<file path="src/hw/rtl/lubs_pkg.sv">
// Shared types, widths and constants for the broken-stick / uniform sampler.
// Used by the generator, datapath, controller and top level; depends on nothing.
package lubs_pkg;

    // Field and datapath widths.
    localparam int STATE_W = 31;
    localparam int VAL_W   = 32;
    localparam int CV_W    = 16;
    localparam int LCG_M_W = 15;
    localparam int LPROD_W = STATE_W + LCG_M_W;
    localparam int MUL_A_W = 33;
    localparam int MUL_B_W = 32;
    localparam int PROD_W  = MUL_A_W + MUL_B_W;
    localparam int ACC_W   = PROD_W + 1;
    localparam int T_W     = 33;

    // Generator constants.
    localparam logic [LCG_M_W-1:0] LCG_MUL    = LCG_M_W'(16807);
    localparam logic [STATE_W-1:0] LCG_MOD    = {STATE_W{1'b1}};
    localparam logic [STATE_W-1:0] HALF_POINT = STATE_W'(1) << (STATE_W - 1);

    // sqrt(3) in Q2.30.
    localparam logic signed [MUL_B_W-1:0] SQRT3_Q30 = MUL_B_W'(1859775393);

    // Rounding offsets loaded into the accumulator.
    localparam logic signed [ACC_W-1:0] RND_K  = ACC_W'(1) <<< 15;
    localparam logic signed [ACC_W-1:0] RND_E  = ACC_W'(1) <<< 28;
    localparam logic signed [ACC_W-1:0] RND_31 = ACC_W'(1) <<< 30;

    // Saturation bounds of a sample.
    localparam logic signed [ACC_W-1:0] SAT_MAX = ACC_W'(2147483647);
    localparam logic signed [ACC_W-1:0] SAT_MIN = -(ACC_W'(1) <<< 31);

    // Item commands.
    localparam logic [1:0] CMD_RESEED  = 2'd0;
    localparam logic [1:0] CMD_UNIFORM = 2'd1;
    localparam logic [1:0] CMD_STICK   = 2'd2;

    // Multiplier operand selections.
    localparam logic [2:0] MUL_CV_SQRT3 = 3'd0;
    localparam logic [2:0] MUL_K_D      = 3'd1;
    localparam logic [2:0] MUL_MEAN_E   = 3'd2;
    localparam logic [2:0] MUL_MEAN_X   = 3'd3;
    localparam logic [2:0] MUL_SUM_X    = 3'd4;
    localparam logic [2:0] MUL_Y_Z      = 3'd5;

    // Accumulator load selections.
    localparam logic [1:0] INIT_K     = 2'd0;
    localparam logic [1:0] INIT_E     = 2'd1;
    localparam logic [1:0] INIT_ROUND = 2'd2;
    localparam logic [1:0] INIT_MEAN  = 2'd3;

    typedef struct packed {
        logic [1:0]              command;
        logic signed [VAL_W-1:0] mean_value;
        logic [CV_W-1:0]         variation_coeff;
        logic signed [VAL_W-1:0] range_low;
        logic signed [VAL_W-1:0] range_high;
        logic [STATE_W-1:0]      seed_value;
    } lubs_in_t;

    typedef struct packed {
        logic signed [VAL_W-1:0] sample_value;
        logic [STATE_W-1:0]      raw_draw;
    } lubs_out_t;

    // Commands from the controller to the datapath.
    typedef struct packed {
        logic       capture;
        logic       seed_load;
        logic       lcg_mul;
        logic       lcg_fold;
        logic       prep;
        logic       mul_en;
        logic [2:0] mul_sel;
        logic       acc_load;
        logic [1:0] acc_init;
        logic       acc_add;
        logic [1:0] term_shift;
        logic       term_neg;
        logic       t_load_k;
        logic       t_load_e;
        logic       out_load;
        logic       out_zero;
    } lubs_cmd_t;

endpackage

</file>
<file path="src/hw/rtl/lcg_uniform_broken_stick_sampler_core.sv">
// Park-Miller uniform / broken-stick sampler, top level. Depends on lubs_pkg,
// lubs_ctrl, lubs_dp. Sample items step through START, FOLD, PREP, then KD, E, ME
// (uniform) or MX, SX, YZ (stick), then FIN, using the single shared 33x32 multiplier
// three times (uniform) or four (stick); reseed and unused commands go straight to FIN.
// Synchronous active-low reset sets the generator to one and empties the result register.
module lcg_uniform_broken_stick_sampler_core
    import lubs_pkg::*;
(
    input  logic      aclk,
    input  logic      aresetn,
    input  logic      s_valid,
    output logic      s_ready,
    input  lubs_in_t  s_item,
    output logic      m_valid,
    input  logic      m_ready,
    output lubs_out_t m_item
);

    lubs_cmd_t dp_cmd;

    lubs_ctrl u_ctrl (
        .aclk       (aclk),
        .aresetn    (aresetn),
        .s_valid    (s_valid),
        .in_command (s_item.command),
        .s_ready    (s_ready),
        .m_valid    (m_valid),
        .m_ready    (m_ready),
        .cmd        (dp_cmd)
    );

    lubs_dp u_dp (
        .aclk     (aclk),
        .aresetn  (aresetn),
        .cmd      (dp_cmd),
        .in_item  (s_item),
        .out_item (m_item)
    );

    // One item at a time: an accepted item closes the input until its result is written.
    assert property (@(posedge aclk) disable iff (!aresetn)
        (s_valid && s_ready) |=> !s_ready)
        else $error("input accepted again right after an item");

    // A result is written only while no item is being accepted.
    assert property (@(posedge aclk) disable iff (!aresetn)
        $rose(m_valid) |-> !$past(s_ready))
        else $error("result appeared without an item in progress");

    // The generator never reaches zero or the modulus.
    assert property (@(posedge aclk) disable iff (!aresetn)
        m_valid |-> (m_item.raw_draw != '0) && (m_item.raw_draw != LCG_MOD))
        else $error("generator state left its legal range");

endmodule

</file>
<file path="src/hw/rtl/lubs_lcg.sv">
// Minimal-standard generator: state register, constant multiply and Mersenne fold.
// Depends on lubs_pkg.
module lubs_lcg
    import lubs_pkg::*;
(
    input  logic               aclk,
    input  logic               aresetn,
    input  logic               seed_load,
    input  logic [STATE_W-1:0] seed,
    input  logic               mul_en,
    input  logic               fold_en,
    output logic [STATE_W-1:0] state
);

    logic [STATE_W-1:0] state_reg, state_next;
    logic [LPROD_W-1:0] prod_reg;
    logic [LPROD_W-1:0] mul_p;
    logic [STATE_W:0]   fold_sum;
    logic [STATE_W:0]   fold_red;
    logic [STATE_W-1:0] fold_val;
    logic [STATE_W-1:0] seed_val;

    // Product of the state and 16807, registered before the fold.
    assign mul_p = state_reg * LCG_MUL;

    // x mod (2^31-1): add the high part to the low part, subtract once if needed.
    assign fold_sum = {1'b0, prod_reg[STATE_W-1:0]}
                    + (STATE_W + 1)'(prod_reg[LPROD_W-1:STATE_W]);
    assign fold_red = (fold_sum >= {1'b0, LCG_MOD}) ? fold_sum - {1'b0, LCG_MOD} : fold_sum;
    assign fold_val = (fold_red[STATE_W-1:0] == '0) ? STATE_W'(1) : fold_red[STATE_W-1:0];

    // A seed of zero or of the modulus would lock the generator; load one instead.
    assign seed_val = (seed == '0 || seed == LCG_MOD) ? STATE_W'(1) : seed;

    always_comb begin
        state_next = state_reg;
        if (seed_load) begin
            state_next = seed_val;
        end else if (fold_en) begin
            state_next = fold_val;
        end
    end

    always_ff @(posedge aclk) begin
        if (!aresetn) begin
            state_reg <= STATE_W'(1);
        end else begin
            state_reg <= state_next;
        end
    end

    always_ff @(posedge aclk) begin
        if (mul_en) begin
            prod_reg <= mul_p;
        end
    end

    assign state = state_reg;

endmodule

</file>
<file path="src/hw/rtl/lubs_dp.sv">
// Sampler datapath: item registers, one shared signed multiplier, accumulator
// and output register. Depends on lubs_pkg and lubs_lcg.
module lubs_dp
    import lubs_pkg::*;
(
    input  logic      aclk,
    input  logic      aresetn,
    input  lubs_cmd_t cmd,
    input  lubs_in_t  in_item,
    output lubs_out_t out_item
);

    logic [STATE_W-1:0]        gen_state;

    logic signed [VAL_W-1:0]   mean_reg;
    logic [CV_W-1:0]           cv_reg;
    logic signed [VAL_W-1:0]   low_reg;
    logic signed [VAL_W-1:0]   high_reg;
    logic signed [T_W-1:0]     lh_sum_reg;
    logic [STATE_W-1:0]        x_reg;
    logic [STATE_W-1:0]        z_reg;
    logic signed [STATE_W-1:0] d_reg;
    logic signed [VAL_W-1:0]   y_reg;
    logic signed [T_W-1:0]     t_reg;
    logic signed [PROD_W-1:0]  prod_reg;
    logic signed [ACC_W-1:0]   acc_reg;
    lubs_out_t                 out_reg;

    logic signed [MUL_A_W-1:0] mul_a;
    logic signed [MUL_B_W-1:0] mul_b;
    logic signed [PROD_W-1:0]  mul_p;
    logic signed [ACC_W-1:0]   prod_ext;
    logic signed [ACC_W-1:0]   term;
    logic signed [ACC_W-1:0]   sum;
    logic signed [ACC_W-1:0]   quot;
    logic signed [ACC_W-1:0]   acc_init_val;
    logic signed [VAL_W-1:0]   sat_val;
    logic                      low_half;
    logic [STATE_W:0]          x_hi;
    logic [STATE_W-1:0]        d_raw;

    lubs_lcg u_lcg (
        .aclk      (aclk),
        .aresetn   (aresetn),
        .seed_load (cmd.seed_load),
        .seed      (in_item.seed_value),
        .mul_en    (cmd.lcg_mul),
        .fold_en   (cmd.lcg_fold),
        .state     (gen_state)
    );

    // Item capture; the bound sum is formed here so it never feeds the multiplier directly.
    always_ff @(posedge aclk) begin
        if (cmd.capture) begin
            mean_reg   <= in_item.mean_value;
            cv_reg     <= in_item.variation_coeff;
            low_reg    <= in_item.range_low;
            high_reg   <= in_item.range_high;
            lh_sum_reg <= T_W'($signed(in_item.range_low)) + T_W'($signed(in_item.range_high));
        end
    end

    // Operands that follow from the advanced state: the segment weights and 2u-1.
    assign low_half = (gen_state <= HALF_POINT);
    assign x_hi     = (STATE_W + 1)'(1) << STATE_W;
    assign d_raw    = gen_state - HALF_POINT;

    always_ff @(posedge aclk) begin
        if (cmd.prep) begin
            d_reg <= $signed(d_raw);
            if (low_half) begin
                x_reg <= gen_state;
                z_reg <= HALF_POINT - gen_state;
                y_reg <= low_reg;
            end else begin
                x_reg <= STATE_W'(x_hi - (STATE_W + 1)'(gen_state));
                z_reg <= gen_state - HALF_POINT;
                y_reg <= high_reg;
            end
        end
    end

    // Shared multiplier operand selection.
    always_comb begin
        mul_a = '0;
        mul_b = '0;
        case (cmd.mul_sel)
            MUL_CV_SQRT3: begin
                mul_a = $signed({{(MUL_A_W - CV_W){1'b0}}, cv_reg});
                mul_b = SQRT3_Q30;
            end
            MUL_K_D: begin
                mul_a = MUL_A_W'(d_reg);
                mul_b = $signed(t_reg[MUL_B_W-1:0]);
            end
            MUL_MEAN_E: begin
                mul_a = t_reg;
                mul_b = mean_reg;
            end
            MUL_MEAN_X: begin
                mul_a = $signed({{(MUL_A_W - STATE_W){1'b0}}, x_reg});
                mul_b = mean_reg;
            end
            MUL_SUM_X: begin
                mul_a = lh_sum_reg;
                mul_b = $signed({{(MUL_B_W - STATE_W){1'b0}}, x_reg});
            end
            MUL_Y_Z: begin
                mul_a = MUL_A_W'(y_reg);
                mul_b = $signed({{(MUL_B_W - STATE_W){1'b0}}, z_reg});
            end
            default: begin
                mul_a = '0;
                mul_b = '0;
            end
        endcase
    end

    assign mul_p = mul_a * mul_b;

    always_ff @(posedge aclk) begin
        if (cmd.mul_en) begin
            prod_reg <= mul_p;
        end
    end

    // Accumulator term: the registered product, scaled by 1, 2 or 4 and optionally negated.
    assign prod_ext = ACC_W'(prod_reg);

    always_comb begin
        case (cmd.term_shift)
            2'd1:    term = prod_ext <<< 1;
            2'd2:    term = prod_ext <<< 2;
            default: term = prod_ext;
        endcase
        if (cmd.term_neg) begin
            term = -term;
        end
    end

    assign sum = acc_reg + term;

    // Accumulator start values: rounding offsets, or mean*2^31 plus the rounding half.
    always_comb begin
        case (cmd.acc_init)
            INIT_K:     acc_init_val = RND_K;
            INIT_E:     acc_init_val = RND_E;
            INIT_ROUND: acc_init_val = RND_31;
            default:    acc_init_val = (ACC_W'(mean_reg) <<< 31) + RND_31;
        endcase
    end

    always_ff @(posedge aclk) begin
        if (cmd.acc_load) begin
            acc_reg <= acc_init_val;
        end else if (cmd.acc_add) begin
            acc_reg <= sum;
        end
    end

    // Scaled factor register: k = sqrt3*cv in Q0.30, then e = k*(2u-1) in Q1.31.
    always_ff @(posedge aclk) begin
        if (cmd.t_load_k) begin
            t_reg <= T_W'(sum >>> 16);
        end else if (cmd.t_load_e) begin
            t_reg <= T_W'(sum >>> 29);
        end
    end

    // Final scaling by 2^-31 and saturation to the sample width.
    assign quot = sum >>> 31;

    always_comb begin
        if (quot > SAT_MAX) begin
            sat_val = SAT_MAX[VAL_W-1:0];
        end else if (quot < SAT_MIN) begin
            sat_val = SAT_MIN[VAL_W-1:0];
        end else begin
            sat_val = quot[VAL_W-1:0];
        end
    end

    always_ff @(posedge aclk) begin
        if (cmd.out_load) begin
            out_reg.sample_value <= cmd.out_zero ? '0 : sat_val;
            out_reg.raw_draw     <= gen_state;
        end
    end

    assign out_item = out_reg;

endmodule

</file>
<file path="src/hw/rtl/lubs_ctrl.sv">
// Sampler controller: handshakes and the state machine that sequences the datapath.
// Depends on lubs_pkg.
module lubs_ctrl
    import lubs_pkg::*;
(
    input  logic       aclk,
    input  logic       aresetn,
    input  logic       s_valid,
    input  logic [1:0] in_command,
    output logic       s_ready,
    output logic       m_valid,
    input  logic       m_ready,
    output lubs_cmd_t  cmd
);

    localparam logic [3:0] S_IDLE  = 4'd0;
    localparam logic [3:0] S_START = 4'd1;
    localparam logic [3:0] S_FOLD  = 4'd2;
    localparam logic [3:0] S_PREP  = 4'd3;
    localparam logic [3:0] S_U_KD  = 4'd4;
    localparam logic [3:0] S_U_E   = 4'd5;
    localparam logic [3:0] S_U_ME  = 4'd6;
    localparam logic [3:0] S_B_MX  = 4'd7;
    localparam logic [3:0] S_B_SX  = 4'd8;
    localparam logic [3:0] S_B_YZ  = 4'd9;
    localparam logic [3:0] S_FIN   = 4'd10;

    logic [3:0] state_reg, state_next;
    logic       stick_reg, stick_next;
    logic       zero_reg, zero_next;
    logic       m_valid_reg, m_valid_next;
    logic       out_free;

    assign s_ready  = (state_reg == S_IDLE);
    assign m_valid  = m_valid_reg;
    assign out_free = !m_valid_reg || m_ready;

    // Next state and datapath commands.
    always_comb begin
        state_next = state_reg;
        stick_next = stick_reg;
        zero_next  = zero_reg;
        cmd        = '0;
        cmd.acc_init = INIT_K;
        cmd.mul_sel  = MUL_CV_SQRT3;

        unique case (state_reg)
            S_IDLE: begin
                if (s_valid) begin
                    cmd.capture = 1'b1;
                    unique case (in_command)
                        CMD_RESEED: begin
                            cmd.seed_load = 1'b1;
                            zero_next     = 1'b1;
                            state_next    = S_FIN;
                        end
                        CMD_UNIFORM: begin
                            stick_next = 1'b0;
                            zero_next  = 1'b0;
                            state_next = S_START;
                        end
                        CMD_STICK: begin
                            stick_next = 1'b1;
                            zero_next  = 1'b0;
                            state_next = S_START;
                        end
                        default: begin
                            zero_next  = 1'b1;
                            state_next = S_FIN;
                        end
                    endcase
                end
            end
            S_START: begin
                cmd.lcg_mul  = 1'b1;
                cmd.mul_en   = 1'b1;
                cmd.mul_sel  = MUL_CV_SQRT3;
                cmd.acc_load = 1'b1;
                cmd.acc_init = INIT_K;
                state_next   = S_FOLD;
            end
            S_FOLD: begin
                cmd.lcg_fold = 1'b1;
                cmd.t_load_k = 1'b1;
                cmd.acc_load = 1'b1;
                cmd.acc_init = stick_reg ? INIT_ROUND : INIT_E;
                state_next   = S_PREP;
            end
            S_PREP: begin
                cmd.prep   = 1'b1;
                state_next = stick_reg ? S_B_MX : S_U_KD;
            end
            S_U_KD: begin
                cmd.mul_en  = 1'b1;
                cmd.mul_sel = MUL_K_D;
                state_next  = S_U_E;
            end
            S_U_E: begin
                cmd.t_load_e = 1'b1;
                cmd.acc_load = 1'b1;
                cmd.acc_init = INIT_MEAN;
                state_next   = S_U_ME;
            end
            S_U_ME: begin
                cmd.mul_en  = 1'b1;
                cmd.mul_sel = MUL_MEAN_E;
                state_next  = S_FIN;
            end
            S_B_MX: begin
                cmd.mul_en  = 1'b1;
                cmd.mul_sel = MUL_MEAN_X;
                state_next  = S_B_SX;
            end
            S_B_SX: begin
                cmd.mul_en     = 1'b1;
                cmd.mul_sel    = MUL_SUM_X;
                cmd.acc_add    = 1'b1;
                cmd.term_shift = 2'd2;
                state_next     = S_B_YZ;
            end
            S_B_YZ: begin
                cmd.mul_en   = 1'b1;
                cmd.mul_sel  = MUL_Y_Z;
                cmd.acc_add  = 1'b1;
                cmd.term_neg = 1'b1;
                state_next   = S_FIN;
            end
            S_FIN: begin
                // The last product is folded in as the result is written.
                cmd.term_shift = stick_reg ? 2'd1 : 2'd0;
                cmd.out_zero   = zero_reg;
                if (out_free) begin
                    cmd.out_load = 1'b1;
                    state_next   = S_IDLE;
                end
            end
            default: begin
                state_next = S_IDLE;
            end
        endcase
    end

    // The result register stays full until the item is taken.
    always_comb begin
        m_valid_next = m_valid_reg;
        if (cmd.out_load) begin
            m_valid_next = 1'b1;
        end else if (m_ready) begin
            m_valid_next = 1'b0;
        end
    end

    always_ff @(posedge aclk) begin
        if (!aresetn) begin
            state_reg   <= S_IDLE;
            stick_reg   <= 1'b0;
            zero_reg    <= 1'b0;
            m_valid_reg <= 1'b0;
        end else begin
            state_reg   <= state_next;
            stick_reg   <= stick_next;
            zero_reg    <= zero_next;
            m_valid_reg <= m_valid_next;
        end
    end

endmodule
</file>
<file path="config.mk">
export PLATFORM = sky130hd
export DESIGN_NAME = lcg_uniform_broken_stick_sampler_core
export DESIGN_NICKNAME = d
export VERILOG_FILES = /design/src/hw/rtl/lubs_pkg.sv /design/src/hw/rtl/lcg_uniform_broken_stick_sampler_core.sv /design/src/hw/rtl/lubs_lcg.sv /design/src/hw/rtl/lubs_dp.sv /design/src/hw/rtl/lubs_ctrl.sv
export SDC_FILE = /design/constraint.sdc
export NUM_CORES = 2
export LEC_CHECK = 0
export BUFFER_PORTS_ARGS = -buffer_cell sky130_fd_sc_hd__buf_2
export CORE_ASPECT_RATIO = 1.2
export CORE_MARGIN = 8
export CORE_UTILIZATION = 66
export CTS_CLUSTER_DIAMETER = 80
export DETAILED_ROUTE_END_ITERATION = 16
export GPL_TIMING_DRIVEN = 0
export PLACE_DENSITY = 0.84
export RECOVER_POWER = 25
export SLEW_MARGIN = 20
export SYNTH_ARGS = -nofsm -noshare
export SYNTH_HDL_FRONTEND = slang
export SYNTH_SLANG_ARGS = --single-unit
</file>
<file path="constraint.sdc">
create_clock -name aclk -period 14 [get_ports aclk]
set_input_delay 4.2 -clock aclk [delete_from_list [all_inputs] [get_ports aclk]]
set_output_delay 4.2 -clock aclk [all_outputs]
set_load 0.02 [all_outputs]
</file>
Yosys cells after proc, flatten, opt, wreduce, memory -nomap -nowiden
Index checks and enable logic that the tools add are counted.
{ "totals": {"out_inout_bits": 65, "regBits": 581, "word_cells": 126} }
{ "op_classes": {"add_sub_neg": 9, "reduce_logical": 22, "magnitude_cmp": 4, "multipliers": 2, "n_eq_ne": 24, "n_mux": 44} }
{ "op_table": {"columns": ["operator", "count"], "rows": [
  ["$mux 31", 8],
  ["$mux 66", 3],
  ["$pmux 33 s6", 1],
  ["$pmux 66 s3", 1],
  ["$pmux 32 s5", 1],
  ["$pmux 66 s2", 1],
  ["$add 66x66->66", 1],
  ["$mux 33", 2],
  ["$neg 66->66", 1],
  ["$mul 33x32->65", 1],
  ["$add 63x32->64 const B", 1],
  ["$mux 32", 2],
  ["$logic_not 31->1", 2],
  ["$sub 31x31->31 const B", 2],
  ["$mul 31x15->46 const B", 1],
  ["$pmux 4 s10", 1],
  ["$gt 35x32->1 const B", 1],
  ["$lt 35x32->1 const B", 1],
  ["$add 32x32->33", 1],
  ["$add 31x15->32", 1],
  ["$ge 32x31->1 const B", 1],
  ["$eq 31x31->1 const B", 1],
  ["$le 31x31->1 const B", 1],
  ["$sub 1x31->31 const A", 1],
  ["28 further kinds", 68]
]} }

Longest topological paths before layout
{ "logic_depth": {"word_depth": 10, "mapped_depth": 42} }

Hierarchy
A second synthesis with hierarchy kept.
{ "unflattened": {"hier_cells": 8133, "hier_area_um2": 77459.3} }
{ "by_module_without_submodules": {"columns": ["mod", "cells_per_inst", "n_inst", "area_each_um2"], "rows": [
  ["lubs_dp", 6665, 1, 64270.4],
  ["lubs_lcg", 1386, 1, 12630.9],
  ["lubs_ctrl", 82, 1, 558.0]
]} }

Worst setup path before layout
OpenSTA, ideal clock, no wires.
{ "synth_timing": {"path_kind": "register to register", "from": "reg u_ctrl.state_reg[1]", "to": "reg u_dp.prod_reg[63] (data pin)", "path_stages_with_launch": 37, "n_path_buf": 4, "setup_ns": 0.263, "setup_slack_ns": 4.164, "arrival_time_ns": 9.573, "required_ns": 13.737, "path_cell_list": "dfxtp_1 clkbuf_1 nand2b_1 nor2_1 clkbuf_1 buf_1 a22oi_1 nand2_1 a221oi_1 clkbuf_1 nor2_1 fa_1 fa_1 fa_1 inv_1 fa_1 inv_1 fa_1 inv_1 fa_1 inv_1 fa_1 fa_1 ha_1 nand3_1 or3_1 nor3_1 o311ai_1 a211oi_1 nor2_1 o21ai_1 a221oi_2 o311ai_0 a21oi_1 o21ai_0 a311oi_1 xnor2_1"} }
{ "synth_via": {"elab_chain_cells": 6, "elab_cells_between_ends": 17} }
{ "synth_lines": {"columns": ["element", "line", "rtl"], "rows": [
  ["start, declared", "lubs_ctrl.sv:28", "logic [3:0] state_reg, state_next;"],
  ["start signal, assigned", "lubs_ctrl.sv:160", "state_reg <= state_next;"],
  ["$eq 4x4->1 (tied with other cells)", "lubs_ctrl.sv:47", "unique case (state_reg)"],
  ["$pmux 4 s6 (*)", "lubs_ctrl.sv:47", null],
  ["$eq 3x2->1", "lubs_dp.sv:87", "case (cmd.mul_sel)"],
  ["$reduce_or 2->1 (no line)", null, null],
  ["$pmux 32 s5", "lubs_dp.sv:87", null],
  ["$mul 33x32->65 (*)", "lubs_dp.sv:119", "assign mul_p = mul_a * mul_b;"],
  ["via u_dp.mul_p[63]", "lubs_dp.sv:31", "logic signed [PROD_W-1:0] mul_p;"],
  ["end signal, assigned", "lubs_dp.sv:123", "prod_reg <= mul_p;"],
  ["end, declared", "lubs_dp.sv:25", "logic signed [PROD_W-1:0] prod_reg;"]
]} }
Mark *: on every way through the listed nets, which the timed path passes. The rest lies on a longest branch.
A chain may end at the register's enable or synchronous reset.

Worst setup path in the final report
{ "layout_timing": {"from": "reg u_ctrl.state_reg[3]", "to": "reg u_dp.prod_reg[54] (data pin)"} }
Same word-level chain as after synthesis.

==> results.toml <==
[place]
dpl.hpwl_mm = 255
portBuffers = 213
gp_congestion = 1.13
placed_area_um2 = 79000

[yosys]
synth_area_leader_cell = "fa_1"
synth_area_per_cell_um2 = 9.79
synth_cells = 7668
synth_edf_count = 541
synth_top_area_frac = 0.333
yosys_warnings = 0
ys_seq_area_frac = 0.227
yosysMostFrequentCell = "inv_1"
yosys.cell_types.count = 100
ys_top_cells_by_area = "fa_1, edfxtp_1, ha_1, inv_1, nand2_1"
ys.flop_type = "edfxtp_1"
synth_common_cells = "inv_1, fa_1, nand2_1, nor2_1, edfxtp_1"
syn_nets = 9585
async_reset_ff_frac = 0
ys_seq_elements = 579
syn_area_um2 = 75100

[routing]
initialDrtViolationCount = 10337
wirelength_mm = 329
firstDrtPassIters = 10
wl_per_cell_um = 34.3
vias_per_cell = 6.97
drtAntennaViolNets = 0
route.detailed.drc = 0
dr_total_vias = 66772

[clock_network]
root_buffer = "clkbuf_16"
clock-sinks = 579
cts_tree = "done"
htreeDepth = 2
insertion_delay_ns = 0.72
cts.path.max_buffers = 3
cts_made_buffers = 59
clk_pin_slew_worst_paths_ns = 0.07

[timing]
maxSlewHeadroom = -1.25
slew_violations = 147
period_share = 1.01
rsz0062_at_grt = "no"
setup_slack_ns = -0.161
hold_viol = 0
tightest_slew_ns = 3.37
timing.fmax_mhz = 70.6
period_needed_ns = 14.16
clock_skew_ns = 0.104
finalSetupViolCount = 5

[critical_path]
worst-setup-path-type = "reg -> reg"
crit_buf_inv = 10
r2r-end = "u_dp.prod_reg[54]$_DFFE_PN_"
critPathMaxStageDelay_ns = 0.64
cp.arrival_ns = 14.57
cp_common_cell = "fa_1"
critPathMaxFanout = 10
worstReg2RegStart = "u_ctrl.state_reg[3]$_SDFFE_PN0P_"
rr_worst_depth = 37
startpoint_type = "flip-flop"
crit_required_ns = 14.41
cpLargestDelayFamily = "adder cells"
rrSetupSlack_ns = -0.16
crit_path_top_delay_cell = "xor2_2"
endpoint_kind = "flip-flop"

[finish]
largest_reg_flops = 66
stdcell_area_um2 = 81200
final_nets = 9913
layout-drive-gt1-share = 0.0675
syn_to_final_growth_pct = 8.23

[grt]
grt_first_pass_wirelength_mm = 469
grt_pass1_vias = 68648
grtUsageTotal = 0.530
grt-ovfl-total = 0
grt_max_degree = 90
antenna_found_initial = 41

[floorplanning]
placementRows = 135
fp.dieArea_um2 = 125000
initial_core_util = 0.665
core_area_um2 = 113000
die-height_um = 385
dieWidth_um = 324
pin_count = 214

[worst_hold_path]
hp-class = "reg -> reg"
hold_end = "u_dp.y_reg[0]$_DFFE_PN_"
min_from = "u_dp.high_reg[0]$_DFFE_PP_"
worstHoldPathCells = 2

[status]
status = "complete, but fails checks"
failed_checks = "capacitance limit, slew limit, setup timing"

[job]
maxCapViolCount = 4
per-stage QoR:
step	instances	utilization	setup slack (ns)	hold WS, ns	setup TNS [ns]
5_1_grt	9555	0.719	0.0362	0.542	0
3_3_place_gp	9388	0.691	-2.02	0.489	-17.17
4_1_cts	9550	0.720	0.00281	0.513	0
2_1_floorplan	7668	-	4.16	0.468	0
3_5_place_dp	9440	0.700	-0.983	0.495	-9.19
6_report	9579	0.720	-0.161	0.517	-0.385
kinds of logic after synthesis:
family / share of synthesized area
buffers and inverters: 0.0827
adder cells (fa/ha/maj): 0.420
XOR/XNOR: 0.0417
flip-flops: 0.227
AND/OR/NAND/NOR: 0.124
AO/OA/AOI/OAI: 0.103
multiplexers: 0.00208
worst reg2reg max path: cells and delay by family (launching register included):
kind,cells,cell delay [ns]
buf+inv,10,2.86
xor+xnor,1,0.64
fa+ha+maj,9,4.39
flops,1,0.38
compound gates,8,2.78
simple gates,9,2.80
routing by layer:
layer / routed length, um / vias up / GRT usage
li1: - / 25494 / -
met2: 136000 / 6609 / 0.763
met3: 50400 / 2443 / 0.226
met4: 44500 / 22 / 0.510
met1: 98000 / 32204 / 0.580
met5: 154 / - / 0.00833
layout make-up:
class	instances	area [um^2]
diodes	29	72.6
plain buffers	346	1470
clock buffers	67	1510
clock inverters	41	642
fillers	7838	31600
inverters	1280	4810
multi-input cells	5458	52200
flip-flops and latches	579	17000
well taps	1507	1890
repair buffers	272	1620
cells in the final DEF, fill, tap and decap left out, types with 34 or more instances in the layout:
cell	n
nand2b_1	45
nand4_1	70
clkbuf_1	276
a21o_1	103
buf_2	227
and4_1	34
fa_1	1247
ha_1	520
a221o_1	73
a21oi_1	275
nor2_1	687
o21ai_0	243
xor2_1	87
nor2b_1	44
inv_1	1276
xnor2_1	258
a22oi_1	94
and3_1	43
clkbuf_2	41
clkbuf_16	59
dfxtp_1	38
nand3_1	79
edfxtp_1	541
nand2_1	1030
buf_4	34
how the worst max path moves through the flow:
| stage | from | end | slack [ns] | cells after the start |
|---|---|---|---|---|
| 2_1_floorplan | u_ctrl.state_reg[1]$_SDFFE_PN0P_ | u_dp.prod_reg[63]$_DFFE_PN_ | 4.16 | 36 |
| 5_1_grt | u_ctrl.state_reg[3]$_SDFFE_PN0P_ | u_dp.prod_reg[54]$_DFFE_PN_ | 0.04 | 37 |
| 3_5_place_dp | u_ctrl.state_reg[3]$_SDFFE_PN0P_ | u_dp.prod_reg[63]$_DFFE_PN_ | -0.98 | 36 |
| 4_1_cts | u_ctrl.state_reg[3]$_SDFFE_PN0P_ | u_dp.prod_reg[59]$_DFFE_PN_ | 0.003 | 34 |
| 6_report | u_ctrl.state_reg[3]$_SDFFE_PN0P_ | u_dp.prod_reg[54]$_DFFE_PN_ | -0.16 | 37 |
| 3_3_place_gp | u_ctrl.state_reg[1]$_SDFFE_PN0P_ | u_dp.prod_reg[64]$_DFFE_PN_ | -2.02 | 37 |
repair_timing:
item	in CTS	in global routing
hold buffers	0	0
gates cloned	0	0
pin swaps	1	0
setup endpoints to repair	15	12
gates resized for setup	18	51
setup buffers	5	0
Power is left out: the tool's default activity adds up to more than one toggle a clock period on the data nets, which glitch-free logic cannot reach.
